File: src/rtl/midi_track_event_parser_unit_assert.svh
// ----------------------------------------------------------------------------
// Assertion macros for the MIDI track event parser
// Shared concurrent assertion forms, clocked, disabled during reset.
// ----------------------------------------------------------------------------
`ifndef MIDI_TRACK_EVENT_PARSER_UNIT_ASSERT_SVH
`define MIDI_TRACK_EVENT_PARSER_UNIT_ASSERT_SVH

// Property checked at every clock edge outside reset.
`define MTEP_ASSERT(label, clk, rst, prop, msg) \
   label: assert property (@(posedge clk) disable iff (rst) (prop)) else $error(msg);

// Consequent checked in the cycle after the antecedent.
`define MTEP_ASSERT_NEXT(label, clk, rst, ante, cons, msg) \
   `MTEP_ASSERT(label, clk, rst, (ante) |=> (cons), msg)

`endif

File: src/rtl/mtep_pkg.sv
// ----------------------------------------------------------------------------
// mtep_pkg
// Types, codes and helpers shared by the MIDI track event parser.
// ----------------------------------------------------------------------------
`timescale 1ns / 1ps

package mtep_pkg;

   localparam int QUEUE_DEPTH = 2;

   // parser phases
   typedef enum logic [3:0] {
      PH_DELTA     = 4'd0,
      PH_STATUS    = 4'd1,
      PH_PARAM1    = 4'd2,
      PH_PARAM2    = 4'd3,
      PH_META_KIND = 4'd4,
      PH_META_LEN  = 4'd5,
      PH_SYSEX_LEN = 4'd6,
      PH_PAYLOAD   = 4'd7,
      PH_SKIP_ONE  = 4'd8
   } phase_type;

   // byte classes as seen in the status position
   typedef enum logic [1:0] {
      BC_DATA   = 2'd0,
      BC_STATUS = 2'd1,
      BC_META   = 2'd2,
      BC_SYSEX  = 2'd3
   } byte_class_type;

   // result event kinds
   localparam logic [1:0] EV_NOTE_ON  = 2'd0;
   localparam logic [1:0] EV_NOTE_OFF = 2'd1;
   localparam logic [1:0] EV_TEMPO    = 2'd2;

   // special bytes
   localparam logic [7:0] BYTE_META       = 8'hFF;
   localparam logic [7:0] BYTE_SYSEX      = 8'hF0;
   localparam logic [7:0] BYTE_SYSEX_ESC  = 8'hF7;
   localparam logic [7:0] META_TEMPO      = 8'h51;
   localparam logic [27:0] TEMPO_LEN      = 28'd3;

   // channel command nibbles
   localparam logic [3:0] CMD_NOTE_OFF  = 4'h8;
   localparam logic [3:0] CMD_NOTE_ON   = 4'h9;
   localparam logic [3:0] CMD_POLY_AT   = 4'hA;
   localparam logic [3:0] CMD_CONTROL   = 4'hB;
   localparam logic [3:0] CMD_PROGRAM   = 4'hC;
   localparam logic [3:0] CMD_CHAN_AT   = 4'hD;
   localparam logic [3:0] CMD_PITCH     = 4'hE;

   // one classified byte in the front-to-back queue
   typedef struct packed {
      logic [7:0]     data_byte;
      logic           track_start;
      byte_class_type byte_class;
      logic [1:0]     own_params;
   } entry_type;

   // number of parameter bytes of a channel command
   function automatic logic [1:0] cmd_param_len(input logic [3:0] cmd);
      logic [1:0] cnt;
      case (cmd)
         CMD_NOTE_OFF, CMD_NOTE_ON, CMD_POLY_AT, CMD_CONTROL, CMD_PITCH: cnt = 2'd2;
         CMD_PROGRAM, CMD_CHAN_AT: cnt = 2'd1;
         default: cnt = 2'd0;
      endcase
      return cnt;
   endfunction

endpackage

File: src/rtl/mtep_channel_ifs.sv
// ----------------------------------------------------------------------------
// mtep channel interfaces
// Valid/ready channels for track bytes in and parsed events out.
// ----------------------------------------------------------------------------
`timescale 1ns / 1ps

interface mtep_req_if;
   logic       valid;
   logic       ready;
   logic [7:0] data_byte;
   logic       track_start;

   modport source (output valid, output data_byte, output track_start, input ready);
   modport sink   (input valid, input data_byte, input track_start, output ready);
endinterface

interface mtep_rsp_if;
   logic        valid;
   logic        ready;
   logic [1:0]  event_kind;
   logic [31:0] event_tick;
   logic [7:0]  note_pitch;
   logic [7:0]  note_velocity;
   logic [23:0] tempo_us_per_beat;

   modport source (output valid, output event_kind, output event_tick, output note_pitch,
                   output note_velocity, output tempo_us_per_beat, input ready);
   modport sink   (input valid, input event_kind, input event_tick, input note_pitch,
                   input note_velocity, input tempo_us_per_beat, output ready);
endinterface

File: src/rtl/mtep_front.sv
// ----------------------------------------------------------------------------
// mtep_front
// Accepts track bytes and classifies them for the parser queue.
// ----------------------------------------------------------------------------
`timescale 1ns / 1ps

module mtep_front (
   mtep_req_if.sink             req_bus,
   input  logic                 q_ready,
   output logic                 push,
   output mtep_pkg::entry_type  push_entry
);

   logic [7:0] b;

   assign b            = req_bus.data_byte;
   assign req_bus.ready = q_ready;
   assign push         = req_bus.valid & q_ready;

   always_comb begin
      push_entry.data_byte   = b;
      push_entry.track_start = req_bus.track_start;
      push_entry.own_params  = mtep_pkg::cmd_param_len(b[7:4]);
      if (b == mtep_pkg::BYTE_META) begin
         push_entry.byte_class = mtep_pkg::BC_META;
      end else if (b == mtep_pkg::BYTE_SYSEX || b == mtep_pkg::BYTE_SYSEX_ESC) begin
         push_entry.byte_class = mtep_pkg::BC_SYSEX;
      end else if (b[7]) begin
         push_entry.byte_class = mtep_pkg::BC_STATUS;
      end else begin
         push_entry.byte_class = mtep_pkg::BC_DATA;
      end
   end

endmodule

File: src/rtl/mtep_queue.sv
// ----------------------------------------------------------------------------
// mtep_queue
// Short FIFO of classified bytes between front and parser.
// ----------------------------------------------------------------------------
`timescale 1ns / 1ps

module mtep_queue (
   input  logic                 clock,
   input  logic                 reset,
   input  logic                 push,
   input  mtep_pkg::entry_type  push_entry,
   output logic                 q_ready,
   input  logic                 pop,
   output logic                 q_valid,
   output mtep_pkg::entry_type  q_entry
);

   localparam int PTR_W = (mtep_pkg::QUEUE_DEPTH > 1) ? $clog2(mtep_pkg::QUEUE_DEPTH) : 1;
   localparam int CNT_W = $clog2(mtep_pkg::QUEUE_DEPTH + 1);
   localparam logic [PTR_W-1:0] LAST_PTR = PTR_W'(mtep_pkg::QUEUE_DEPTH - 1);
   localparam logic [CNT_W-1:0] FULL_CNT = CNT_W'(mtep_pkg::QUEUE_DEPTH);

   mtep_pkg::entry_type slot_ff [mtep_pkg::QUEUE_DEPTH];
   logic [PTR_W-1:0] wr_ptr_ff, wr_ptr_in;
   logic [PTR_W-1:0] rd_ptr_ff, rd_ptr_in;
   logic [CNT_W-1:0] count_ff, count_in;

   assign q_ready = (count_ff != FULL_CNT);
   assign q_valid = (count_ff != '0);
   assign q_entry = slot_ff[rd_ptr_ff];

   always_comb begin
      wr_ptr_in = wr_ptr_ff;
      rd_ptr_in = rd_ptr_ff;
      count_in  = count_ff;
      if (push) begin
         wr_ptr_in = (wr_ptr_ff == LAST_PTR) ? '0 : wr_ptr_ff + PTR_W'(1);
      end
      if (pop) begin
         rd_ptr_in = (rd_ptr_ff == LAST_PTR) ? '0 : rd_ptr_ff + PTR_W'(1);
      end
      if (push && !pop) begin
         count_in = count_ff + CNT_W'(1);
      end else if (pop && !push) begin
         count_in = count_ff - CNT_W'(1);
      end
   end

   always_ff @(posedge clock) begin
      if (reset) begin
         wr_ptr_ff <= '0;
         rd_ptr_ff <= '0;
         count_ff  <= '0;
      end else begin
         wr_ptr_ff <= wr_ptr_in;
         rd_ptr_ff <= rd_ptr_in;
         count_ff  <= count_in;
      end
   end

   always_ff @(posedge clock) begin
      if (push) begin
         slot_ff[wr_ptr_ff] <= push_entry;
      end
   end

endmodule

File: src/rtl/mtep_back.sv
// ----------------------------------------------------------------------------
// mtep_back
// Track parser state machine and registered event output.
// ----------------------------------------------------------------------------
`timescale 1ns / 1ps

module mtep_back #(
   parameter int MAX_VLQ_BYTES = 4
) (
   input  logic                 clock,
   input  logic                 reset,
   input  logic                 q_valid,
   input  mtep_pkg::entry_type  q_entry,
   output logic                 pop,
   mtep_rsp_if.source           rsp_bus
);

   `include "midi_track_event_parser_unit_assert.svh"

   localparam int VLQ_CNT_W = $clog2(MAX_VLQ_BYTES + 1);
   localparam logic [VLQ_CNT_W-1:0] MAX_CNT = VLQ_CNT_W'(MAX_VLQ_BYTES);

   mtep_pkg::phase_type phase_ff, phase_in, eff_phase;
   logic [27:0]          vlq_ff, vlq_in, eff_vlq, vlq_next;
   logic [VLQ_CNT_W-1:0] vlq_cnt_ff, vlq_cnt_in, eff_cnt, cnt_next;
   logic                 vlq_done;
   logic [31:0]          tick_ff, tick_in, eff_tick;
   logic [7:0]           rs_ff, rs_in, eff_rs;
   logic [1:0]           rs_params;
   logic [7:0]           meta_ff, meta_in;
   logic [27:0]          skip_ff, skip_in;
   logic                 tempo_flag_ff, tempo_flag_in;
   logic [7:0]           first_ff, first_in;
   logic [23:0]          taccum_ff, taccum_in;

   logic                 emit;
   logic [1:0]           emit_kind;
   logic [7:0]           emit_pitch;
   logic [7:0]           emit_vel;

   logic                 rsp_valid_ff, rsp_valid_in;
   logic [1:0]           rsp_kind_ff;
   logic [31:0]          rsp_tick_ff;
   logic [7:0]           rsp_pitch_ff;
   logic [7:0]           rsp_vel_ff;
   logic [23:0]          rsp_tempo_ff;

   logic [7:0]           b;
   logic                 ts;

   assign b   = q_entry.data_byte;
   assign ts  = q_entry.track_start;
   // output slot is free, or frees up this cycle
   assign pop = q_valid && (!rsp_valid_ff || rsp_bus.ready);

   // state as seen after a track start
   always_comb begin
      eff_phase = ts ? mtep_pkg::PH_DELTA : phase_ff;
      eff_vlq   = ts ? '0 : vlq_ff;
      eff_cnt   = ts ? '0 : vlq_cnt_ff;
      eff_tick  = ts ? '0 : tick_ff;
      eff_rs    = ts ? '0 : rs_ff;
      rs_params = mtep_pkg::cmd_param_len(eff_rs[7:4]);
      vlq_next  = {eff_vlq[20:0], b[6:0]};
      cnt_next  = eff_cnt + VLQ_CNT_W'(1);
      vlq_done  = !b[7] || (cnt_next >= MAX_CNT);
   end

   always_comb begin
      phase_in      = phase_ff;
      vlq_in        = vlq_ff;
      vlq_cnt_in    = vlq_cnt_ff;
      tick_in       = tick_ff;
      rs_in         = rs_ff;
      meta_in       = meta_ff;
      skip_in       = skip_ff;
      tempo_flag_in = tempo_flag_ff;
      first_in      = first_ff;
      taccum_in     = taccum_ff;
      emit          = 1'b0;
      emit_kind     = mtep_pkg::EV_NOTE_ON;
      emit_pitch    = '0;
      emit_vel      = '0;
      if (pop) begin
         phase_in   = eff_phase;
         vlq_in     = eff_vlq;
         vlq_cnt_in = eff_cnt;
         tick_in    = eff_tick;
         rs_in      = eff_rs;
         case (eff_phase)
            mtep_pkg::PH_STATUS: begin
               case (q_entry.byte_class)
                  mtep_pkg::BC_META:  phase_in = mtep_pkg::PH_META_KIND;
                  mtep_pkg::BC_SYSEX: phase_in = mtep_pkg::PH_SYSEX_LEN;
                  mtep_pkg::BC_STATUS: begin
                     rs_in    = b;
                     phase_in = (q_entry.own_params == 2'd0) ? mtep_pkg::PH_SKIP_ONE
                                                             : mtep_pkg::PH_PARAM1;
                  end
                  default: begin
                     // data byte under running status; one-parameter commands
                     // never produce a result
                     if (rs_params == 2'd2) begin
                        first_in = b;
                        phase_in = mtep_pkg::PH_PARAM2;
                     end else begin
                        phase_in = mtep_pkg::PH_DELTA;
                     end
                  end
               endcase
            end
            mtep_pkg::PH_PARAM1: begin
               if (rs_params == 2'd1) begin
                  phase_in = mtep_pkg::PH_DELTA;
               end else begin
                  first_in = b;
                  phase_in = mtep_pkg::PH_PARAM2;
               end
            end
            mtep_pkg::PH_PARAM2: begin
               phase_in   = mtep_pkg::PH_DELTA;
               emit_pitch = first_ff;
               emit_vel   = b;
               if (eff_rs[7:4] == mtep_pkg::CMD_NOTE_ON && b != '0) begin
                  emit      = 1'b1;
                  emit_kind = mtep_pkg::EV_NOTE_ON;
               end else if (eff_rs[7:4] == mtep_pkg::CMD_NOTE_ON ||
                            eff_rs[7:4] == mtep_pkg::CMD_NOTE_OFF) begin
                  emit      = 1'b1;
                  emit_kind = mtep_pkg::EV_NOTE_OFF;
               end
            end
            mtep_pkg::PH_META_KIND: begin
               meta_in  = b;
               phase_in = mtep_pkg::PH_META_LEN;
            end
            mtep_pkg::PH_META_LEN, mtep_pkg::PH_SYSEX_LEN: begin
               vlq_in     = vlq_done ? '0 : vlq_next;
               vlq_cnt_in = vlq_done ? '0 : cnt_next;
               if (vlq_done) begin
                  tempo_flag_in = (eff_phase == mtep_pkg::PH_META_LEN) &&
                                  (meta_ff == mtep_pkg::META_TEMPO) &&
                                  (vlq_next == mtep_pkg::TEMPO_LEN);
                  taccum_in     = '0;
                  skip_in       = vlq_next;
                  phase_in      = (vlq_next == '0) ? mtep_pkg::PH_DELTA
                                                   : mtep_pkg::PH_PAYLOAD;
               end
            end
            mtep_pkg::PH_PAYLOAD: begin
               if (tempo_flag_ff) begin
                  taccum_in = {taccum_ff[15:0], b};
               end
               skip_in = skip_ff - 28'd1;
               if (skip_in == '0) begin
                  phase_in = mtep_pkg::PH_DELTA;
                  if (tempo_flag_ff) begin
                     tempo_flag_in = 1'b0;
                     emit          = 1'b1;
                     emit_kind     = mtep_pkg::EV_TEMPO;
                  end
               end
            end
            mtep_pkg::PH_SKIP_ONE: phase_in = mtep_pkg::PH_DELTA;
            default: begin
               // delta time
               vlq_in     = vlq_done ? '0 : vlq_next;
               vlq_cnt_in = vlq_done ? '0 : cnt_next;
               if (vlq_done) begin
                  tick_in  = eff_tick + {4'b0000, vlq_next};
                  phase_in = mtep_pkg::PH_STATUS;
               end else begin
                  phase_in = mtep_pkg::PH_DELTA;
               end
            end
         endcase
      end
   end

   always_ff @(posedge clock) begin
      if (reset) begin
         phase_ff <= mtep_pkg::PH_DELTA;
      end else begin
         phase_ff <= phase_in;
      end
   end

   always_ff @(posedge clock) begin
      if (reset) begin
         vlq_ff        <= '0;
         vlq_cnt_ff    <= '0;
         tick_ff       <= '0;
         rs_ff         <= '0;
         meta_ff       <= '0;
         skip_ff       <= '0;
         tempo_flag_ff <= 1'b0;
         first_ff      <= '0;
         taccum_ff     <= '0;
      end else begin
         vlq_ff        <= vlq_in;
         vlq_cnt_ff    <= vlq_cnt_in;
         tick_ff       <= tick_in;
         rs_ff         <= rs_in;
         meta_ff       <= meta_in;
         skip_ff       <= skip_in;
         tempo_flag_ff <= tempo_flag_in;
         first_ff      <= first_in;
         taccum_ff     <= taccum_in;
      end
   end

   // output register
   always_comb begin
      if (pop && emit) begin
         rsp_valid_in = 1'b1;
      end else if (rsp_bus.ready) begin
         rsp_valid_in = 1'b0;
      end else begin
         rsp_valid_in = rsp_valid_ff;
      end
   end

   always_ff @(posedge clock) begin
      if (reset) begin
         rsp_valid_ff <= 1'b0;
      end else begin
         rsp_valid_ff <= rsp_valid_in;
      end
   end

   always_ff @(posedge clock) begin
      if (pop && emit) begin
         rsp_kind_ff  <= emit_kind;
         rsp_tick_ff  <= eff_tick;
         rsp_pitch_ff <= emit_pitch;
         rsp_vel_ff   <= emit_vel;
         rsp_tempo_ff <= (emit_kind == mtep_pkg::EV_TEMPO) ? taccum_in : '0;
      end
   end

   assign rsp_bus.valid             = rsp_valid_ff;
   assign rsp_bus.event_kind        = rsp_kind_ff;
   assign rsp_bus.event_tick        = rsp_tick_ff;
   assign rsp_bus.note_pitch        = rsp_pitch_ff;
   assign rsp_bus.note_velocity     = rsp_vel_ff;
   assign rsp_bus.tempo_us_per_beat = rsp_tempo_ff;

   `MTEP_ASSERT(a_payload_left, clock, reset, (phase_ff == mtep_pkg::PH_PAYLOAD) |-> (skip_ff != '0), "payload phase with nothing left to skip")
   `MTEP_ASSERT(a_vlq_count_bound, clock, reset, vlq_cnt_ff < MAX_CNT, "VLQ byte count reached its limit without ending")
   `MTEP_ASSERT(a_no_overwrite, clock, reset, (rsp_valid_ff && !rsp_bus.ready) |-> !pop, "parser advanced while result transaction stalled")
   `MTEP_ASSERT(a_tempo_no_note, clock, reset, (rsp_valid_ff && rsp_kind_ff == mtep_pkg::EV_TEMPO) |-> (rsp_pitch_ff == '0 && rsp_vel_ff == '0), "tempo event with note fields set")
   `MTEP_ASSERT_NEXT(a_emit_lands, clock, reset, pop && emit, rsp_valid_ff && rsp_tick_ff == $past(eff_tick), "emitted event not presented with its tick")

endmodule

File: src/rtl/midi_track_event_parser_unit.sv
// Path: an accepted byte is written into a queue slot; the parser step on that
//   byte loads its event into the output register, which drives rsp_bus.valid.
// Throughput: one byte per cycle sustained while the result side does not stall;
//   a 2-entry queue decouples the sides. Reset (synchronous, active high): queue
//   emptied, parser back to delta time, tick and running status zero, no result pending.
// ----------------------------------------------------------------------------
// midi_track_event_parser_unit
// Parses MIDI track chunk bytes into note-on, note-off and tempo events.
// ----------------------------------------------------------------------------
`timescale 1ns / 1ps

module midi_track_event_parser_unit #(
   parameter int MAX_VLQ_BYTES = 4
) (
   input  logic         clock,
   input  logic         reset,
   mtep_req_if.sink     req_bus,
   mtep_rsp_if.source   rsp_bus
);

   logic                push;
   mtep_pkg::entry_type push_entry;
   logic                q_ready;
   logic                q_valid;
   mtep_pkg::entry_type q_entry;
   logic                pop;

   mtep_front u_front (
      .req_bus    (req_bus),
      .q_ready    (q_ready),
      .push       (push),
      .push_entry (push_entry)
   );

   mtep_queue u_queue (
      .clock      (clock),
      .reset      (reset),
      .push       (push),
      .push_entry (push_entry),
      .q_ready    (q_ready),
      .pop        (pop),
      .q_valid    (q_valid),
      .q_entry    (q_entry)
   );

   mtep_back #(
      .MAX_VLQ_BYTES (MAX_VLQ_BYTES)
   ) u_back (
      .clock   (clock),
      .reset   (reset),
      .q_valid (q_valid),
      .q_entry (q_entry),
      .pop     (pop),
      .rsp_bus (rsp_bus)
   );

endmodule

File: src/flat_wrapper.sv
// flat-port wrapper written by rule: the top's interface ports become plain ports
module midi_track_event_parser_unit_flat 
#(
   parameter int MAX_VLQ_BYTES = 4
)
  (clock, reset, req_bus_valid, req_bus_data_byte, req_bus_track_start, req_bus_ready, rsp_bus_valid, rsp_bus_event_kind, rsp_bus_event_tick, rsp_bus_note_pitch, rsp_bus_note_velocity, rsp_bus_tempo_us_per_beat, rsp_bus_ready);
  mtep_req_if req_bus_i ();
  mtep_rsp_if rsp_bus_i ();
  input  logic clock;
  input  logic reset;
  input wire logic [$bits(req_bus_i.valid)-1:0] req_bus_valid;
  input wire logic [$bits(req_bus_i.data_byte)-1:0] req_bus_data_byte;
  input wire logic [$bits(req_bus_i.track_start)-1:0] req_bus_track_start;
  output wire logic [$bits(req_bus_i.ready)-1:0] req_bus_ready;
  output wire logic [$bits(rsp_bus_i.valid)-1:0] rsp_bus_valid;
  output wire logic [$bits(rsp_bus_i.event_kind)-1:0] rsp_bus_event_kind;
  output wire logic [$bits(rsp_bus_i.event_tick)-1:0] rsp_bus_event_tick;
  output wire logic [$bits(rsp_bus_i.note_pitch)-1:0] rsp_bus_note_pitch;
  output wire logic [$bits(rsp_bus_i.note_velocity)-1:0] rsp_bus_note_velocity;
  output wire logic [$bits(rsp_bus_i.tempo_us_per_beat)-1:0] rsp_bus_tempo_us_per_beat;
  input wire logic [$bits(rsp_bus_i.ready)-1:0] rsp_bus_ready;
  assign req_bus_i.valid = req_bus_valid;
  assign req_bus_i.data_byte = req_bus_data_byte;
  assign req_bus_i.track_start = req_bus_track_start;
  assign req_bus_ready = req_bus_i.ready;
  assign rsp_bus_valid = rsp_bus_i.valid;
  assign rsp_bus_event_kind = rsp_bus_i.event_kind;
  assign rsp_bus_event_tick = rsp_bus_i.event_tick;
  assign rsp_bus_note_pitch = rsp_bus_i.note_pitch;
  assign rsp_bus_note_velocity = rsp_bus_i.note_velocity;
  assign rsp_bus_tempo_us_per_beat = rsp_bus_i.tempo_us_per_beat;
  assign rsp_bus_i.ready = rsp_bus_ready;
  midi_track_event_parser_unit #(.MAX_VLQ_BYTES(MAX_VLQ_BYTES)) u_core (.clock(clock), .reset(reset), .req_bus(req_bus_i), .rsp_bus(rsp_bus_i));
endmodule
File: config.mk
export PLATFORM = sky130hd
export DESIGN_NAME = midi_track_event_parser_unit_flat
export DESIGN_NICKNAME = d
export VERILOG_FILES = /design/src/rtl/mtep_pkg.sv /design/src/rtl/mtep_channel_ifs.sv /design/src/rtl/mtep_front.sv /design/src/rtl/mtep_queue.sv /design/src/rtl/mtep_back.sv /design/src/rtl/midi_track_event_parser_unit.sv /design/src/flat_wrapper.sv
export VERILOG_INCLUDE_DIRS = /design/src /design/src/rtl
export SDC_FILE = /design/constraint.sdc
export NUM_CORES = 1
export LEC_CHECK = 0
export BUFFER_PORTS_ARGS = -buffer_cell sky130_fd_sc_hd__buf_2
export CAP_MARGIN = 40
export CORE_MARGIN = 2
export CORE_UTILIZATION = 65
export DETAILED_ROUTE_END_ITERATION = 10
export PLACE_DENSITY_LB_ADDON = 0.1
export SYNTH_ARGS = -nofsm -noshare
export SYNTH_HDL_FRONTEND = slang
export SYNTH_SLANG_ARGS = --single-unit
File: constraint.sdc
create_clock -name clock -period 13.86 [get_ports clock]
set_clock_uncertainty 0.2 [all_clocks]
set_input_delay 2.772 -clock clock [delete_from_list [all_inputs] [get_ports clock]]
set_output_delay 2.772 -clock clock [all_outputs]
set_load 0.02 [all_outputs]
## Word level (Yosys, flattened, before mapping)

Memory sizes are Yosys's and may differ from the RTL's. A register that Yosys moved wholly into a read port is not among the register bits.
Index checks and enable logic that the tools add are counted.
W data, S select, Z words.

- $add $sub $neg: 7
- $lt $le $gt $ge: 1
- Eq/ne operators: 39
- Multiplexer cells: 62
- Bitwise gates (word level): 1
- Reduce and logical (&&, ||, !) cells: 38

Operator list:

| kind | number |
|---|---|
| $mux W32 | 3 |
| $mux W24 | 3 |
| $mux W21 | 3 |
| $eq A4 B4 Y1 const B | 15 |
| $logic_not A28 Y1 | 2 |
| $pmux W28 S2 | 1 |
| $mux W8 | 6 |
| $pmux W24 S2 | 1 |
| $add A32 B28 Y32 | 1 |
| $eq A28 B2 Y1 const B | 1 |
| $mux W28 | 1 |
| $sub A28 B1 Y28 const B | 1 |
| $eq A8 B8 Y1 const B | 3 |
| $pmux W4 S6 | 1 |
| $mux W1 | 19 |
| $mux W2 | 9 |
| $eq A4 B3 Y1 const B | 4 |
| $mux W4 | 4 |
| $pmux W8 S2 | 1 |
| $mux W3 | 4 |
| $ne A2 B2 Y1 const B | 6 |
| $pmux W2 S2 | 3 |
| $pmux W4 S3 | 1 |
| $reduce_bool A2 Y1 | 5 |
| other kinds (26) | 50 |

- Bits in registers: 216
- Memory bits (writable): 26
- Input port bits: 13
- Output and inout port bits: 76
- Word-level logic and storage cells: 168
- Memories kept: 1

Memory list:

| memory | depth | width | read ports | clocked after memory_dff | write ports | line | source |
|---|---|---|---|---|---|---|---|
| u_core.u_queue.slot_ff | 2 | 13 | 1 | 1 | 1 | mtep_queue.sv:23 | `mtep_pkg::entry_type slot_ff [mtep_pkg::QUEUE_DEPTH];` |

## Logic depth before layout (Yosys ltp)

Gate-level depths: netlist of the first run.

- Depth after elaboration: 9
- Mapped depth: 16
- Depth with buffers taken out: 12

## Modules after synthesis

A second synthesis of the first run with hierarchy kept.

- Cell total of the unflattened synthesis: 1270
- Area total of the unflattened synthesis: 12095.4 sq um

By module, submodules not included:

| module | times used | cells an instance | area an instance (sq um) |
|---|---|---|---|
| mtep_back | 1 | 1187 | 10816.6 |
| mtep_queue | 1 | 62 | 1139.8 |
| mtep_front | 1 | 21 | 138.9 |

## Worst setup path before layout of the first run

OpenSTA, ideal clock, no wires.

- Kind: input -> register
- From: in rsp_bus_ready
- To: reg u_core.u_back.rsp_kind_ff[0] (netlist: u_core.u_back.rsp_bus.event_kind[0]) (enable)
- Library setup time: 0.434 ns
- Arrival: 5.811 ns
- Data required time: 13.226 ns
- Slack: 7.415 ns
- Stages: 8
- Buffers on the path: 3
- Cells stage by stage: nand2b_1 > o21a_1 > clkbuf_1 > and3_1 > clkbuf_1 > nand4b_1 > buf_2 > nand2_1

- Word-level cells in the longest chain between the ends: 4

Ends and longest elaborated chain:

| element | line | source |
|---|---|---|
| start: declaration | flat_wrapper.sv:21 | `input wire logic [$bits(rsp_bus_i.ready)-1:0] rsp_bus_ready;` |
| $logic_or A1 B1 Y1 (*) | mtep_back.sv:54 | `assign pop = q_valid && (!rsp_valid_ff \|\| rsp_bus.ready);` |
| $logic_and A1 B1 Y1 (*) | mtep_back.sv:54 |  |
| $mux W1 | mtep_back.sv:84 | `if (pop) begin` |
| $logic_and A1 B1 Y1 (*) | mtep_back.sv:232 | `if (pop && emit) begin` |
| end signal: assignment | mtep_back.sv:233 | `rsp_kind_ff <= emit_kind;` |
| end: declaration | mtep_back.sv:42 | `logic [1:0] rsp_kind_ff;` |

Every way passes the cells marked *; elsewhere a longest branch is shown, timed or not.
A chain may end at the register's enable or synchronous reset.

## Worst setup path in the final report of the first run

- From: in rsp_bus_ready
- To: reg u_core.u_back.rsp_tick_ff[15] (netlist: u_core.u_back.rsp_bus.event_tick[15]) (enable)

- Word-level cells in the longest chain between the ends: 4

Ends and longest elaborated chain:

| element | line | source |
|---|---|---|
| $logic_or A1 B1 Y1 (*) | mtep_back.sv:54 |  |
| $logic_and A1 B1 Y1 (*) | mtep_back.sv:54 |  |
| $mux W1 | mtep_back.sv:84 |  |
| $logic_and A1 B1 Y1 (*) | mtep_back.sv:232 |  |
| end signal: assignment | mtep_back.sv:234 | `rsp_tick_ff <= eff_tick;` |
| end: declaration | mtep_back.sv:43 | `logic [31:0] rsp_tick_ff;` |

Marks and branches as above.

==> results of run 1 <==
[state kept, by name, summed over array words and instances (netlist names), 21 cells and up, named ones only]
signal / count
u_core.u_back.rsp_bus.event_tick: 32
u_core.u_back.rsp_bus.tempo_us_per_beat: 24
u_core.u_back.skip_ff: 28
u_core.u_back.taccum_ff: 24
u_core.u_back.tick_ff: 32
u_core.u_back.vlq_ff: 21
u_core.u_queue.slot_ff: 26
[layout make-up]
type                            count  area [um^2]
Tap cell                          229        286.5
Fill cell                        1370         4586
Multi-Input combinational cell    946         5744
Inverter                           41        153.9
Timing Repair Buffer              114        678.2
Sequential cell                   239         5786
Clock buffer                       34        690.7
Clock inverter                     10        100.1
[logic make-up (layout without fill, tap and decap cells)]
family                     after synthesis  in the layout
adders and majority gates               34             34
and+or+nand+nor                        508            508
xor gates and xnor gates                21             21
DFF                                    239            239
AOI/OAI and AO/OA                      369            369
buffers and inverters                  118            199
muxes                                   14             14
[cells in the final DEF (no fill, tap or decap), types with 18 or more instances in the layout]
master,instances
nor2_1,160
dfxtp_1,139
a21oi_1,115
edfxtp_1,100
nand2_1,99
buf_2,87
o21ai_0,64
and2_1,64
a22oi_1,42
inv_1,41
nor3_1,37
ha_1,32
a211oi_1,27
nand3_1,26
clkbuf_16,26
buf_4,23
nor4_1,22
nand4_1,19
or3_1,18
[worst min-delay path, delay by kind of cell (launching register included)]
family,cells,cell delay [ns]
flip-flops,1,0.32
AO/OA/AOI/OAI,1,0.06
AND/OR/NAND/NOR,1,0.04
[where the power goes]
part	switching [mW]	internal [mW]	total, mW
sequential	0.0451	0.775	0.821
combinational	0.332	0.161	0.492
clock	0.268	0.384	0.653
[metal layers]
layer / vias up / global-route usage / share of wire
met4: 0 / 0.1021 / 0.029
li1: 4931 / - / -
met2: 421 / 0.4856 / 0.45
met5: - / 0 / 0
met1: 4906 / 0.4411 / 0.44
met3: 61 / 0.04955 / 0.074
[through the flow]
step	hold WS (ns)	setup WS [ns]
finish	0.2472	8.251
global route	0.2757	8.080
floorplan	0.2166	7.415
detailed placement	0.2354	7.768
global placement	0.2275	7.635
CTS	0.2507	8.285
[how the worst max path moves through the flow]
stage | cells after the start | slack [ns] | endpoint | startpoint
2_1_floorplan | 8 | 7.41 | u_core.u_back.rsp_bus.event_kind[0] | rsp_bus_ready
3_3_place_gp | 7 | 7.64 | u_core.u_back.rsp_bus.event_tick[23] | rsp_bus_ready
3_5_place_dp | 8 | 7.77 | u_core.u_back.rsp_bus.event_tick[23] | rsp_bus_ready
4_1_cts | 8 | 8.29 | u_core.u_back.rsp_bus.event_tick[15] | rsp_bus_ready
5_1_grt | 8 | 8.08 | u_core.u_back.rsp_bus.event_tick[11] | rsp_bus_ready
6_report | 8 | 8.25 | u_core.u_back.rsp_bus.event_tick[15] | rsp_bus_ready
==> qor.yml, run 1 <==
routed_wirelength_mm: 30.39
dpl_cell_area_um2: 12650
insertedDiodeCount: 0
power_mw: 1.966
wire_per_inst_um: 18.84
grt_overflow: 0
drv_cap: 0
drc: 0
die_y_um: 139.6
synth_top_family_by_area: "simple AND/OR/NAND/NOR gates"
cts_buffer_depth: 3
num_rows: 49
p_per_area_nw_per_um2: 146.3
synth-warning-count: 0
dp.cells: 1569
drive_gt1_frac: 0.1221
grt_pass1_wl_mm: 49.31
timing.final.crit_share: 0.4047
num_vias: 10320
first_pass_iters: 5
yosys.area_share.adder: 0.03599
cpLargestDelayFamily: "simple AND/OR/NAND/NOR gates"
hold_path.class: "reg2reg"
die_x_um: 139.6
ctsHoldBuffers: 0
p_leak_nw: 5.018
antenna_found_initial: 0
post-route-min-period_ns: 5.609
synth_top_flop_cell: "dfxtp_1"
outcome: "finished, final reports clean"
hp-start: "u_core.u_back.tick_ff[17]"
cts_tree: "built"
ios: 89
htreeDepth: 1
synthArstFlopShare: 0
finalMaxSlewViolations: 0
fmax_ghz: 0.1783
first_iter_violations: 1047
synth_seq_area_share: 0.4838
crit_chain: "buf_2 > nand2b_1 > o21a_1 > inv_1 > or3_1 > or4_4 > nand2_4 > buf_16"
die-area_um2: 19500
rr_endpoint: "u_core.u_back.tick_ff[28]"
fp.coreArea_um2: 18020
vias_per_cell: 6.397
avgSynthCellArea_um2: 9.177
fin_area_um2: 13440
cts_root_buffer: "clkbuf_16"
end_kind: "register"
netlist_area_um2: 11960
synth-edff-count: 100
ir_drop_uv: 149.0
clkSinkCount: 239
critPathSlowestCell: "or3_1"
reg2regPathDepth: 13
synth_area_leaders: "edfxtp_1 (25%), dfxtp_1 (23%), nor2_1 (5.0%)"
cts_resized: 0
setup_violations: 0
cts_buffers: 24
grt_max_degree: 75
cts_setup_buffers: 0
routabilityCongestion: 0.9314
fin_cells: 1613
syn-num-nets: 1349
synthSimpleGateAreaFrac: 0.2153
criticalPathCategory: "in2reg"
synth_compound_area_frac: 0.1986
clk_pin_slew_ns: 0.06
final_antenna_net_count: 0
reg2reg_slack_ns: 9.03
critPathMaxFanout: 50
ys_ff_latch: 239
gr-usage-all-layers: 0.3087
port_buffers: 88
hold_viol: 0
start_kind: "input pin"
grt_pass1_vias: 9616
cp.arrival_ns: 5.60
fin_tns_setup_ns: 0
rsz0062_at_grt: "false"
tightest_slew_ns: 0.9260
critical-path-max-stage-delay_ns: 0.58
finalNetCount: 1412
synth_common_cells: "nor2_1 (160), dfxtp_1 (139), a21oi_1 (116), edfxtp_1 (100), nand2_1 (100)"
synthToLayoutAreaGrowth_pct: 12.39
synthCells: 1303
synthMuxAreaShare: 0.01224
post-route-util: 0.7456
synth.most_common_cell: "nor2_1"
start_util: 0.6634
critical_path_buf_inv_count: 3
crit_required_ns: 13.85
synthDistinctLibCells: 72
synth_top_area_cell: "edfxtp_1"
max_slew_margin: 0.3827
yosys.area.top_type_share: 0.2511
worstHoldPathCells: 2
clkLatencyLatePin_ns: 0.52
synth_xor_xnor_area_share: 0.01538
hpwl_mm: 20.31
min_to: "u_core.u_back.tick_ff[17]"
(Power assumes the default switching activity.)
==> inputs of run 2 (changes only) <==
CORE_UTILIZATION = 61   (was 65)
clock period = 5.8 ns   (was 13.86 ns; I/O delays follow)
==> qor.yml, run 2 (same netlist as run 1, synthesis figures left out) <==
grt_pass1_vias: 9552
layout_commonest_cell: "nor2_1"
end_kind: "register"
critPathMaxFanout: 14
tightest_slew_ns: 0.8699
reg2reg_slack_ns: 1.49
first_pass_iters: 6
rsz0062_at_grt: "false"
htreeDepth: 1
wire_per_inst_um: 18.97
synthToLayoutAreaGrowth_pct: 13.12
cts_buffer_depth: 3
start_util: 0.6185
dp.cells: 1607
outcome: "finished, final reports clean"
cpLargestDelayFamily: "compound AO/OA/AOI/OAI gates"
hp-start: "u_core.u_back.tick_ff[16]"
criticalPathCategory: "reg2reg"
crit_chain: "buf_4 > mux2i_1 > inv_1 > ha_1 > inv_1 > fa_1 > nand2b_1 > a21oi_1 > o2111ai_1 > nand3_1 > a2111oi_0 > o211ai_1 > a21oi_1"
cts_setup_buffers: 0
port_buffers: 88
worstHoldPathCells: 2
fp.coreArea_um2: 19330
hpwl_mm: 21.11
drive_gt1_frac: 0.1245
grt_overflow: 0
timing.final.crit_share: 0.7436
fin_area_um2: 13530
layout_common_cells: "nor2_1 (160), dfxtp_1 (139), a21oi_1 (115)"
setup_violations: 0
gr-usage-all-layers: 0.3029
hold_path.class: "reg2reg"
critical_path_buf_inv_count: 3
first_iter_violations: 1030
fin_tns_setup_ns: 0
routed_wirelength_mm: 31.39
fillers: 1557
antenna_found_initial: 0
clkSinkCount: 239
critPathSlowestCell: "mux2i_1"
cts_tree: "built"
cp.arrival_ns: 4.58
finalNetCount: 1416
critical-path-max-stage-delay_ns: 0.66
cts_root_buffer: "clkbuf_16"
drv_cap: 0
routabilityCongestion: 1.018
ios: 89
fin_cells: 1655
p_leak_nw: 5.044
start_kind: "register"
final_antenna_net_count: 0
die_x_um: 144.0
min_to: "u_core.u_back.tick_ff[16]"
hold_viol: 0
num_rows: 51
clk_pin_slew_ns: 0.06
insertedDiodeCount: 0
vias_per_cell: 6.279
die-area_um2: 20740
crit_required_ns: 6.07
cts_buffers: 26
drc: 0
rr_endpoint: "u_core.u_back.tick_ff[30]"
num_vias: 10390
grt_max_degree: 70
p_per_area_nw_per_um2: 355.6
ir_drop_uv: 276.3
fmax_ghz: 0.2319
die_y_um: 144.0
grt_pass1_wl_mm: 50.10
post-route-min-period_ns: 4.313
cts_resized: 0
power_mw: 4.810
finalMaxSlewViolations: 0
max_slew_margin: 0.4156
dpl_cell_area_um2: 12680
reg2regPathDepth: 13
ctsHoldBuffers: 0
clkLatencyLatePin_ns: 0.54
## run 2: changes by cell type in the layout (fill, tap and decap cells not counted), sizes merged
cell	change
clkbuf	+4
buf	+2
clkinv	+1
clkinvlp	-1
## run 2: how the worst max path moves through the flow
| stage | from | cells past startpoint | slack, ns | endpoint |
|---|---|---|---|---|
| final | register | 13 | 1.49 | u_core.u_back.tick_ff[30] |
| after global routing | register | 13 | 1.21 | u_core.u_back.tick_ff[30] |
| after CTS | register | 13 | 1.59 | u_core.u_back.tick_ff[30] |
| after detailed placement | register | 13 | 1.63 | u_core.u_back.tick_ff[28] |
| after global placement | rsp_bus_ready | 9 | 1.73 | u_core.u_back.rsp_bus.note_pitch[4] |
| after floorplan | rsp_bus_ready | 8 | 0.97 | u_core.u_back.rsp_bus.event_kind[0] |
## run 2: metrics by stage
step                      setup slack, ns    util  hold WS [ns]
final                               1.487  0.6996        0.2475
after CTS                           1.594  0.6996        0.2498
after global routing                1.211  0.6996        0.2719
after detailed placement            1.631  0.6561        0.2376
after global placement              1.731  0.6547        0.2282
after floorplan                    0.9666       -        0.2166
## run 2: worst min-delay path: cells and delay by family, from the launching register on
kind             cells  cell delay, ns
flip-flops           1            0.32
AO/OA/AOI/OAI        1            0.06
AND/OR/NAND/NOR      1            0.04
## run 2: power by group
part           switching [mW]  internal (mW)
Sequential             0.0959           1.85
Clock                   0.669          0.962
Combinational           0.831          0.398
## run 2: per-layer routing
layer,share of wire,up-vias,GRT usage
li1,-,4936,-
met1,0.44,4942,0.4347
met2,0.46,441,0.4847
met4,0.024,0,0.07946
met3,0.080,72,0.04272
met5,0,-,0
## run 2: final cells by class
cell class,count,area (um^2),area share
clock buffer,38,726.9,0.05374
sequential,239,5786,0.4277
tap,265,331.6,0.02451
timing repair buffer,116,669.4,0.04949
multi-input combinational,946,5744,0.4247
inverter,41,153.9,0.01138
clock inverter,10,115.1,0.008510
